<file path="config.mk">
export PLATFORM = sky130hd
export DESIGN_NAME = random_index_permutation
export DESIGN_NICKNAME = d
export VERILOG_FILES = /design/src/hw/rtl/rip_pkg.sv /design/src/hw/rtl/rip_div.sv /design/src/hw/rtl/random_index_permutation.sv
export SDC_FILE = /design/constraint.sdc
export NUM_CORES = 1
export LEC_CHECK = 0
export ABC_AREA = 1
export BUFFER_PORTS_ARGS = -buffer_cell sky130_fd_sc_hd__buf_2
export CAP_MARGIN = 20
export CORE_ASPECT_RATIO = 1.1
export CORE_MARGIN = 3
export CORE_UTILIZATION = 43
export CTS_BUF_LIST = sky130_fd_sc_hd__clkbuf_2
export CTS_CLUSTER_SIZE = 28
export DETAILED_ROUTE_END_ITERATION = 10
export PLACE_DENSITY = 0.68
export SLEW_MARGIN = 25
export SYNTH_ARGS = -nofsm -noshare
export SYNTH_HDL_FRONTEND = slang
export SYNTH_SLANG_ARGS = --single-unit
export TNS_END_PERCENT = 30
</file>
<file path="constraint.sdc">
create_clock -name clk_i -period 4.7 [get_ports clk_i]
set_input_delay 0.235 -clock clk_i [delete_from_list [all_inputs] [get_ports clk_i]]
set_output_delay 0.235 -clock clk_i [all_outputs]
set_load 0.02 [all_outputs]
</file>
<file path="src/hw/rtl/rip_pkg.sv">
`default_nettype none

package rip_pkg;

  // Fixed field widths
  localparam int unsigned OpW    = 2;
  localparam int unsigned RandW  = 31;
  localparam int unsigned PosW   = 6;
  localparam int unsigned EntryW = 6;
  localparam int unsigned CountW = 7;

  // Stream payload widths, padded to whole bytes
  localparam int unsigned InDataW  = 40;
  localparam int unsigned OutDataW = 8;

  // Defaults for the top-level parameters
  localparam int unsigned TableDepthDef = 64;
  localparam int unsigned RandomMaxDef  = 2147483647;
  localparam int unsigned CountRst      = 64;

  // Item kinds carried on tuser
  typedef enum logic [OpW-1:0] {
    OP_RESTART = 2'd0,
    OP_SWAP    = 2'd1,
    OP_READ    = 2'd2
  } op_e;

  // Divider request and response
  typedef struct packed {
    logic             start;
    logic [RandW-1:0] dividend;
    logic [RandW-1:0] divisor;
  } div_req_t;

  typedef struct packed {
    logic             done;
    logic [RandW-1:0] quotient;
  } div_rsp_t;

endpackage

`default_nettype wire

</file>
<file path="src/hw/rtl/rip_div.sv">
`default_nettype none

module rip_div (
  input  wire logic              clk_i,
  input  wire logic              rst_ni,
  input  wire rip_pkg::div_req_t req_i,
  output rip_pkg::div_rsp_t      rsp_o
);
  import rip_pkg::*;

  localparam int unsigned CntW = $clog2(RandW);

  logic            busy_q;
  logic            done_q;
  logic [CntW-1:0] cnt_q;
  logic [RandW-1:0] rem_q, rem_d;
  logic [RandW-1:0] quo_q, quo_d;
  logic [RandW-1:0] dvsr_q;
  logic [RandW:0]   shifted;
  logic             fits;

  // One restoring step: shift in the next dividend bit, subtract if it fits
  always_comb begin
    shifted = {rem_q, quo_q[RandW-1]};
    fits    = shifted >= {1'b0, dvsr_q};
    rem_d   = fits ? RandW'(shifted - {1'b0, dvsr_q}) : shifted[RandW-1:0];
    quo_d   = {quo_q[RandW-2:0], fits};
  end

  // Control
  always_ff @(posedge clk_i or negedge rst_ni) begin
    if (!rst_ni) begin
      busy_q <= 1'b0;
      done_q <= 1'b0;
      cnt_q  <= '0;
    end else begin
      done_q <= 1'b0;
      if (req_i.start) begin
        busy_q <= 1'b1;
        cnt_q  <= '0;
      end else if (busy_q) begin
        cnt_q <= cnt_q + 1'b1;
        if (cnt_q == CntW'(RandW - 1)) begin
          busy_q <= 1'b0;
          done_q <= 1'b1;
        end
      end
    end
  end

  // Datapath
  always_ff @(posedge clk_i) begin
    if (req_i.start) begin
      rem_q  <= '0;
      quo_q  <= req_i.dividend;
      dvsr_q <= req_i.divisor;
    end else if (busy_q) begin
      rem_q <= rem_d;
      quo_q <= quo_d;
    end
  end

  assign rsp_o.done     = done_q;
  assign rsp_o.quotient = quo_q;

endmodule

`default_nettype wire

</file>
<file path="src/hw/rtl/random_index_permutation.sv">
`default_nettype none

// Forward Fisher-Yates shuffle of the indices 0..n-1, n = count saturated to
// TABLE_DEPTH. Items enter on the s_axis side, with the kind on tuser: restart
// reloads the identity at once, read registers one entry and then puts it
// plus the completion flag on m_axis once the output register is free, and a
// swap first uses a shared bit-serial divider to form RANDOM_MAX/(n-i) and
// then r/(that+1), one quotient bit per cycle, and then reads entry i, reads
// entry j, writes j and writes i through the single read and write port of
// the table. A swap that comes after the last one is dropped. The block takes
// one item at a time; tready is low while an item is at work.
// Reset and restart need no clearing pass: a valid bit per entry makes an
// untouched entry read as its own index.
module random_index_permutation #(
  parameter int unsigned TABLE_DEPTH = rip_pkg::TableDepthDef,
  parameter int unsigned RANDOM_MAX  = rip_pkg::RandomMaxDef
) (
  input  wire logic                         clk_i,
  input  wire logic                         rst_ni,
  // configuration: count
  input  wire logic                         cfg_we_i,
  input  wire logic [rip_pkg::CountW-1:0]   cfg_wdata_i,
  // input stream
  input  wire logic                         s_axis_tvalid,
  output logic                              s_axis_tready,
  // tdata: random_word [30:0], position [36:31], zero [39:37]
  input  wire logic [rip_pkg::InDataW-1:0]  s_axis_tdata,
  // tuser: opcode [1:0]
  input  wire logic [rip_pkg::OpW-1:0]      s_axis_tuser,
  // output stream
  output logic                              m_axis_tvalid,
  input  wire logic                         m_axis_tready,
  // tdata: entry [5:0], complete [6], zero [7]
  output logic [rip_pkg::OutDataW-1:0]      m_axis_tdata
);
  import rip_pkg::*;

  localparam int unsigned IdxW = $clog2(TABLE_DEPTH);
  localparam int unsigned NW0  = $clog2(TABLE_DEPTH + 1);
  localparam int unsigned NW   = (NW0 > CountW) ? NW0 : CountW;

  typedef enum logic [7:0] {
    S_IDLE = 8'b0000_0001,
    S_DIV1 = 8'b0000_0010,
    S_DIV2 = 8'b0000_0100,
    S_RD_I = 8'b0000_1000,
    S_RD_J = 8'b0001_0000,
    S_WR_J = 8'b0010_0000,
    S_WR_I = 8'b0100_0000,
    S_RESP = 8'b1000_0000
  } state_e;

  state_e state_q, state_d;

  logic [CountW-1:0] count_q;
  logic [IdxW-1:0]   step_q;
  logic [TABLE_DEPTH-1:0] valid_q;

  logic [IdxW-1:0] mem [TABLE_DEPTH];
  logic [IdxW-1:0] rdata_q;
  logic            rd_valid_q;
  logic [IdxW-1:0] rd_addr_q;
  logic [IdxW-1:0] rd_val;

  logic [NW-1:0]    n_q;
  logic [NW-1:0]    span_q;
  logic [RandW-1:0] rand_q;
  logic [IdxW-1:0]  j_q;
  logic [IdxW-1:0]  val_i_q, val_j_q;
  logic             in_range_q;
  logic             cmpl_q;

  logic              out_valid_q;
  logic [EntryW-1:0] out_entry_q;
  logic              out_cmpl_q;

  div_req_t div_req;
  div_rsp_t div_rsp;

  // Input unpacking
  logic             s_fire;
  op_e              op;
  logic [RandW-1:0] rand_in;
  logic [PosW-1:0]  pos_in;

  assign s_axis_tready = (state_q == S_IDLE);
  assign s_fire  = s_axis_tvalid && s_axis_tready;
  assign op      = op_e'(s_axis_tuser);
  assign rand_in = s_axis_tdata[RandW-1:0];
  assign pos_in  = s_axis_tdata[RandW+PosW-1:RandW];

  // Effective count and completion
  logic [NW-1:0] n_eff;
  logic [NW-1:0] span;
  logic          done;

  always_comb begin
    n_eff = (NW'(count_q) > NW'(TABLE_DEPTH)) ? NW'(TABLE_DEPTH) : NW'(count_q);
    done  = (n_eff <= NW'(1)) || (NW'(step_q) + NW'(1) >= n_eff);
    span  = n_eff - NW'(step_q);
  end

  // Partner position, saturated to n-1
  logic [IdxW-1:0] j_calc;

  always_comb begin
    if (div_rsp.quotient >= RandW'(span_q)) begin
      j_calc = IdxW'(n_q - NW'(1));
    end else begin
      j_calc = IdxW'(NW'(step_q) + NW'(div_rsp.quotient));
    end
  end

  // Sequencer
  logic            mem_re;
  logic [IdxW-1:0] mem_raddr;
  logic            mem_we;
  logic [IdxW-1:0] mem_waddr;
  logic [IdxW-1:0] mem_wdata;
  logic            load_out;

  always_comb begin
    state_d   = state_q;
    mem_re    = 1'b0;
    mem_raddr = step_q;
    mem_we    = 1'b0;
    mem_waddr = j_q;
    mem_wdata = val_i_q;
    load_out  = 1'b0;
    div_req.start    = 1'b0;
    div_req.dividend = RandW'(RANDOM_MAX);
    div_req.divisor  = RandW'(span);
    unique case (state_q)
      S_IDLE: begin
        if (s_fire) begin
          case (op)
            OP_SWAP: begin
              if (!done) begin
                div_req.start = 1'b1;
                state_d       = S_DIV1;
              end
            end
            OP_READ: begin
              mem_re    = 1'b1;
              mem_raddr = IdxW'(pos_in);
              state_d   = S_RESP;
            end
            default: ;
          endcase
        end
      end
      S_DIV1: begin
        if (div_rsp.done) begin
          div_req.start    = 1'b1;
          div_req.dividend = rand_q;
          div_req.divisor  = div_rsp.quotient + RandW'(1);
          state_d          = S_DIV2;
        end
      end
      S_DIV2: begin
        if (div_rsp.done) begin
          state_d = S_RD_I;
        end
      end
      S_RD_I: begin
        mem_re    = 1'b1;
        mem_raddr = step_q;
        state_d   = S_RD_J;
      end
      S_RD_J: begin
        mem_re    = 1'b1;
        mem_raddr = j_q;
        state_d   = S_WR_J;
      end
      S_WR_J: begin
        mem_we    = 1'b1;
        mem_waddr = j_q;
        mem_wdata = val_i_q;
        state_d   = S_WR_I;
      end
      S_WR_I: begin
        mem_we    = 1'b1;
        mem_waddr = step_q;
        mem_wdata = val_j_q;
        state_d   = S_IDLE;
      end
      S_RESP: begin
        if (!out_valid_q || m_axis_tready) begin
          load_out = 1'b1;
          state_d  = S_IDLE;
        end
      end
      default: state_d = S_IDLE;
    endcase
  end

  rip_div u_div (
    .clk_i  (clk_i),
    .rst_ni (rst_ni),
    .req_i  (div_req),
    .rsp_o  (div_rsp)
  );

  // Table storage, one write and one registered read per cycle
  always_ff @(posedge clk_i) begin
    if (mem_we) begin
      mem[mem_waddr] <= mem_wdata;
    end
    if (mem_re) begin
      rdata_q <= mem[mem_raddr];
    end
  end

  // An entry never written since restart reads as its own index
  assign rd_val = rd_valid_q ? rdata_q : rd_addr_q;

  // Control registers
  always_ff @(posedge clk_i or negedge rst_ni) begin
    if (!rst_ni) begin
      state_q <= S_IDLE;
      count_q <= CountW'(CountRst);
      step_q  <= '0;
      valid_q <= '0;
      out_valid_q <= 1'b0;
    end else begin
      state_q <= state_d;
      if (cfg_we_i) begin
        count_q <= cfg_wdata_i;
      end
      if (s_fire && op == OP_RESTART) begin
        step_q  <= '0;
        valid_q <= '0;
      end else if (mem_we) begin
        valid_q[mem_waddr] <= 1'b1;
        if (state_q == S_WR_I) begin
          step_q <= step_q + 1'b1;
        end
      end
      if (load_out) begin
        out_valid_q <= 1'b1;
      end else if (m_axis_tready) begin
        out_valid_q <= 1'b0;
      end
    end
  end

  // Payload registers
  always_ff @(posedge clk_i) begin
    if (mem_re) begin
      rd_valid_q <= valid_q[mem_raddr];
      rd_addr_q  <= mem_raddr;
    end
    if (s_fire) begin
      rand_q     <= rand_in;
      n_q        <= n_eff;
      span_q     <= span;
      cmpl_q     <= done;
      in_range_q <= (32'(pos_in) < 32'(TABLE_DEPTH));
    end
    if (state_q == S_DIV2 && div_rsp.done) begin
      j_q <= j_calc;
    end
    if (state_q == S_RD_J) begin
      val_i_q <= rd_val;
    end
    if (state_q == S_WR_J) begin
      val_j_q <= rd_val;
    end
    if (load_out) begin
      out_entry_q <= in_range_q ? EntryW'(rd_val) : '0;
      out_cmpl_q  <= cmpl_q;
    end
  end

  assign m_axis_tvalid = out_valid_q;
  assign m_axis_tdata  = OutDataW'({out_cmpl_q, out_entry_q});

endmodule

`default_nettype wire

</file>
### Yosys cells after proc, flatten, opt, wreduce, memory -nomap -nowiden

Memories as Yosys holds them, arrays and structs flattened. A register that Yosys moved wholly into a read port is not among the register bits.
Cells that the tools add are included.

| storage, ports and cells | value |
|---|---|
| register bits | 263 |
| bits in latches | 0 |
| memory bits (writable) | 384 |
| ROM bits | 0 |
| bits of input ports | 54 |
| output and inout port bits | 10 |
| word-level logic and storage cells | 126 |
| memories kept | 1 |

| operators by class | value |
|---|---|
| add/subtract/negate cells | 8 |
| $mul | 0 |
| div/mod/pow operators | 0 |
| magnitude comparators | 8 |
| equality and inequality tests | 17 |
| shift-type cells | 0 |
| mux-type cells | 51 |
| bitwise logic cells | 1 |
| reductions and logical operators | 17 |

Memory list:

| name | words | bits a word | rd ports | clocked after Yosys merged registers in | wr ports | line | RTL |
|---|---|---|---|---|---|---|---|
| mem | 64 | 6 | 1 | 1 | 1 | random_index_permutation.sv:59 | `logic [IdxW-1:0] mem [TABLE_DEPTH];` |

Operators with widths:

| kind | number |
|---|---|
| two-way mux 64 bit | 2 |
| two-way mux 31 bit | 3 |
| OR 64 bit | 1 |
| two-way mux 63 bit | 1 |
| two-way mux 62 bit | 1 |
| one-hot mux 8 bit (7 select lines) | 1 |
| two-way mux 6 bit | 9 |
| two-way mux 8 bit | 5 |
| >= comparator 32 x 31 -> 1 bit | 1 |
| adder 31 x 1 -> 31 bit, second input constant | 1 |
| >= comparator 31 x 7 -> 1 bit | 1 |
| subtractor 31 bit | 1 |
| two-way mux 1 bit | 20 |
| one-hot mux 8 bit (2 select lines) | 1 |
| < comparator 6 x 7 -> 1 bit, second input constant | 2 |
| one-hot mux 6 bit (2 select lines) | 1 |
| two-way mux 5 bit | 2 |
| == test 8 x 1 -> 1 bit, second input constant | 1 |
| == test 8 x 2 -> 1 bit, second input constant | 1 |
| == test 8 x 3 -> 1 bit, second input constant | 1 |
| == test 8 x 4 -> 1 bit, second input constant | 1 |
| == test 8 x 5 -> 1 bit, second input constant | 1 |
| == test 8 x 6 -> 1 bit, second input constant | 1 |
| == test 8 x 7 -> 1 bit, second input constant | 1 |
| 30 further kinds | 42 |

### Depth between registers and ports, before layout

| depth | value |
|---|---|
| depth in word-level cells | 9 |
| gate-level depth with buffers | 18 |
| depth with buffers taken out | 18 |

### Cells and area by module

A second synthesis with hierarchy kept.

| second synthesis, totals | value |
|---|---|
| cell total of the unflattened synthesis | 3,653 |
| area total of the unflattened synthesis | 32,940.3 um^2 |

Modules (own cells, without submodules):

| module | instances | cells an instance | area each (um^2) | sequential area each (um^2) |
|---|---|---|---|---|
| random_index_permutation | 1 | 2,683 | 26,232.7 | 16,178.0 |
| rip_div | 1 | 970 | 6,707.7 | 2,657.5 |

### Worst setup path after synthesis

OpenSTA, ideal clock, no wires.

| timing | value |
|---|---|
| path type | register to register |
| from | reg state_q[7] |
| to | reg u_div.dvsr_q[0] (enable) |
| library setup time | 408 ps |
| arrival | 3,273 ps |
| data required time | 4,292 ps |
| slack | 1,019 ps |
| cell stages (with the launch flop) | 10 |
| buffers on the path | 2 |
| period minus slack after synthesis | 3,681 ps |
| cells stage by stage | dfrtp_1 -> nor2_2 -> nand2_2 -> inv_1 -> nand3_1 -> inv_1 -> nand2_1 -> nand2_1 -> buf_2 -> buf_1 |

RTL lines:

| what | line | RTL |
|---|---|---|
| start: declaration | random_index_permutation.sv:53 | `state_e state_q, state_d;` |
| start signal: assignment | random_index_permutation.sv:226 | `state_q <= state_d;` |
| end signal: assignment | rip_div.sv:56 | `dvsr_q <= req_i.divisor;` |
| end: declaration | rip_div.sv:18 | `logic [RandW-1:0] dvsr_q;` |

### Worst setup path after layout

| timing | value |
|---|---|
| from | reg state_q[0] |
| to | reg rd_valid_q, data pin |

| on the way | value |
|---|---|
| word-level cells in the longest chain between the ends | 6 |
| elaborated cells between the ends (all ways) | 7 |
| those cells by class | 2 x eq/ne; 4 x mux; 1 x reduce/logical |

RTL lines:

| what | line | RTL |
|---|---|---|
| == test 8 x 1 -> 1 bit | random_index_permutation.sv:86, random_index_permutation.sv:133 |  |
| logical AND 1 bit | random_index_permutation.sv:87 | `assign s_fire = s_axis_tvalid && s_axis_tready;` |
| two-way mux 6 bit | random_index_permutation.sv:135 | `if (s_fire) begin` |
| one-hot mux 6 bit (2 select lines) (*) | random_index_permutation.sv:133 | `unique case (state_q)` |
| binary-select mux 1 bit (select 6 bit) (*) | random_index_permutation.sv:250 | `rd_valid_q <= valid_q[mem_raddr];` |
| two-way mux 1 bit (implied by the code) (*) | random_index_permutation.sv:250 |  |
| end signal: assignment | random_index_permutation.sv:250 |  |
| end: declaration | random_index_permutation.sv:61 | `logic rd_valid_q;` |

Mark *: on every way between the ends. The rest lies on a longest branch, timed or not. The select of a mux whose other input is x is not followed.
A chain may end at the register's enable or synchronous reset.

==> metrics.txt <==
H-tree depth=4; Synth Area in Simple Gates=0.243; Reg area=0.0188 sq mm; Slew Limit Fails=0; Post-Synth Adder-Cell Area=0.0261; initial antenna violation count=2; area of the multi-input gates=~0.011 sq mm; P&R area growth vs syn=13.9%; yosys warns=0; fin util=0.497; top cell type's share of synthesized area=0.504; Mapped Cells=3,317; worst-margin pin slew=1.03 ns; placed cell areas=between 0.03 and 0.04 sq mm; relative slew slack=0.314; initial core utilization=0.437; Synth area leader=edfxtp_1; minimum clock period=4.39 ns; Pwr Density=around 290 mW/mm^2; Pleak=between 0.01 and 0.015 uW; Top FF cell, synth=edfxtp_1; Tot Pwr=10,300 uW; FP Rows=103; routability-driven placement congestion ratio=0.874; Synthesized Nets=3,435; Worst EP required=5.75 ns; Die ar.=0.0766 sq mm; RSZ-0062 raised after global routing=no; Core ar.=0.0722 sq mm; Final Hold Viols=0; via-per-instance ratio=5.41; Hold/Removal Path Class=in2reg; largest family of logic cells by synthesized area=simple AND/OR/NAND/NOR gates; VDD IR-drop max=approximately 0.00018 V; Worst EP arrival=approximately 5.4 ns; status=completed; CTS max path bufs=3; top-count cell post-synth=nand2_1; global-route wire length before repair=between 100,000 and 150,000 microns; GRT Util Overall=0.220; most frequent cells after synthesis=nand2_1 (695), edfxtp_1 (529), inv_1 (378), nor2_1 (376), nand3_1 (355); DP HPWL=about 50,000 microns; synthesized area per cell=9.50 sq um; Top Ports=64; final wirelength=85,000 microns; share of post-route cells with drive strength above 1=0.122; synth top area cells=edfxtp_1 (50%), nand2_1 (8.3%), dfrtp_1 (7.2%); TritonCTS clock tree=done; startpoint types=flip-flop; root buffer cell=clkbuf_2; Mapped Area=0.0315 sq mm; Final Cell Area=about 0.036 sq mm; Skew-Pair Late Insertion Delay=1.34 ns; WS Path Type=reg2reg; DRC=0; die width=between 200 and 300 microns; Post-synth EDFFs=529; ys async rst share=0.142; via count=25,200; DR pass1 iterations=6; worst-path fanout max=65; DRT iter0 DRCs=2,606; setup_tns=0 ns; Antenna Nets Post-Route=0; number of fill cells=~6,600; sequential share of the synthesized area=0.598; final setup violation count=0; Max-Cap Viols=0; vias in the first global route=24,500; CTS Buf Count=between 150 and 200; Synth Register Bits=653; Synth cell types=56; total grt overflow=0; Compound-Gate Fraction of Synth Area=0.0467; IO buf count=between 50 and 60; Clock Skew=approximately 0.14 ns; nets@finish=3,684; largest net degree at the start of global routing=about 160; crit end category=flip-flop; Clock transition at path regs=0.10 ns; XOR/XNOR share of the synthesized area=0.0133; CTS sink count=653; post-synthesis mux area share=0.00246; Tcrit/Tclk final=0.935; die extent in y=290 microns; wire length per cell=between 15 and 20 microns; max frequency=roughly 0.23 GHz
placed cells by master, fill, tap and decap left out, types with 120 or more instances in the layout:
cell type,n
dlygate4sd3_1,139
o21ai_0,120
nand2_1,688
nand3_1,353
nor2_1,375
clkbuf_2,258
nand4_1,219
inv_1,376
edfxtp_1,529
critical path, cell delays in order, from the launching register on:
cell	delay, ns
dfstp_2	0.57
nor2_2	0.06
nand2_2	0.18
nor2_4	0.11
nor2_1	0.29
nand2_8	0.30
nand3_4	0.19
buf_12	0.17
buf_12	0.29
nand2_1	0.08
nand2_1	0.07
nand2_1	0.06
nand3_1	0.13
nand3_1	0.10
nand3_1	0.15
nand2_1	0.11
nand2_1	0.06
dlygate4sd3_1	0.54
nand2_1	0.05
dlygate4sd3_1	0.54
final cells by class:
cell class                 instances  area share
clock inverter                    40     0.00708
sequential                       653       0.525
tap                              945      0.0329
multi-input combinational       2105       0.294
inverter                         392      0.0410
clock buffer                     258      0.0360
timing repair buffer             255      0.0637
antenna                            5    0.000349
registers in the layout, indices dropped and copies added (netlist names), 5 cells and up:
signal / cells
out_entry_q: 6
j_q: 6
val_j_q: 6
mem: 384
rd_addr_q: 6
state_q: 8
rdata_q: 6
u_div.dvsr_q: 31
count_q: 7
n_q: 6
span_q: 7
u_div.cnt_q: 5
val_i_q: 6
step_q: 6
valid_q: 64
rand_q: 31
u_div.rem_q: 31
u_div.quo_q: 31
what timing repair did:
item	in CTS	in global routing
resized for setup	0	2
hold buffers	140	0
endpoints found under the hold margin	356	0
setup endpoints to repair	0	3
buffers inserted	0	7
final timing paths:
path / start / end / slack (ns) / cells past startpoint
max: state_q[0]$_DFFE_PN1P_ / rd_valid_q$_DFFE_PP_ / 0.31 / 19
min: s_axis_tdata[26] / rand_q[26]$_DFFE_PP_ / 0.18 / 3
max reg2reg: state_q[0]$_DFFE_PN1P_ / rd_valid_q$_DFFE_PP_ / 0.31 / 19
min reg2reg: u_div.done_q$_DFF_PN0_ / state_q[2]$_DFFE_PN0P_ / 0.47 / 1
max in group asynchronous: rst_ni / count_q[3]$_DFFE_PN0P_ / 3.41 / 5
min in group asynchronous: rst_ni / valid_q[60]$_DFFE_PN0P_ / 0.56 / 5
through the flow:
stage	setup WS, ns	hold slack, ns	cells
2_1_floorplan	1.02	-0.0606	3317
3_5_place_dp	0.502	0.384	4201
6_report	0.305	0.179	4653
5_1_grt	0.0513	0.0651	4652
4_1_cts	0.104	0.00142	4639
3_3_place_gp	0.695	0.373	4201
report_power, final:
part | internal (uW) | total [uW] | switching [uW]
Combinational | 114 | 208 | 94.7
Clock | 1580 | 3920 | 2340
Sequential | 6180 | 6190 | 3.71
Total | 7880 | 10300 | 2440
routing by layer:
| metal | part of all wire | GRT usage |
|---|---|---|
| met1 | 0.41 | 0.291 |
| met2 | 0.48 | 0.360 |
| met3 | 0.082 | 0.0424 |
| met4 | 0.028 | 0.0809 |
| met5 | 0 | 0 |
logic make-up (layout without fill, tap and decap cells):
logic type	after synthesis	in the layout
XOR/XNOR	48	48
AND/OR/NAND/NOR	1717	1718
adder cells (fa/ha/maj)	64	64
flip-flops	653	653
multiplexers	7	7
buffers and inverters	560	945
other	1	6
AO/OA/AOI/OAI	267	267
Note: power is estimated with default switching activity, not from simulation.
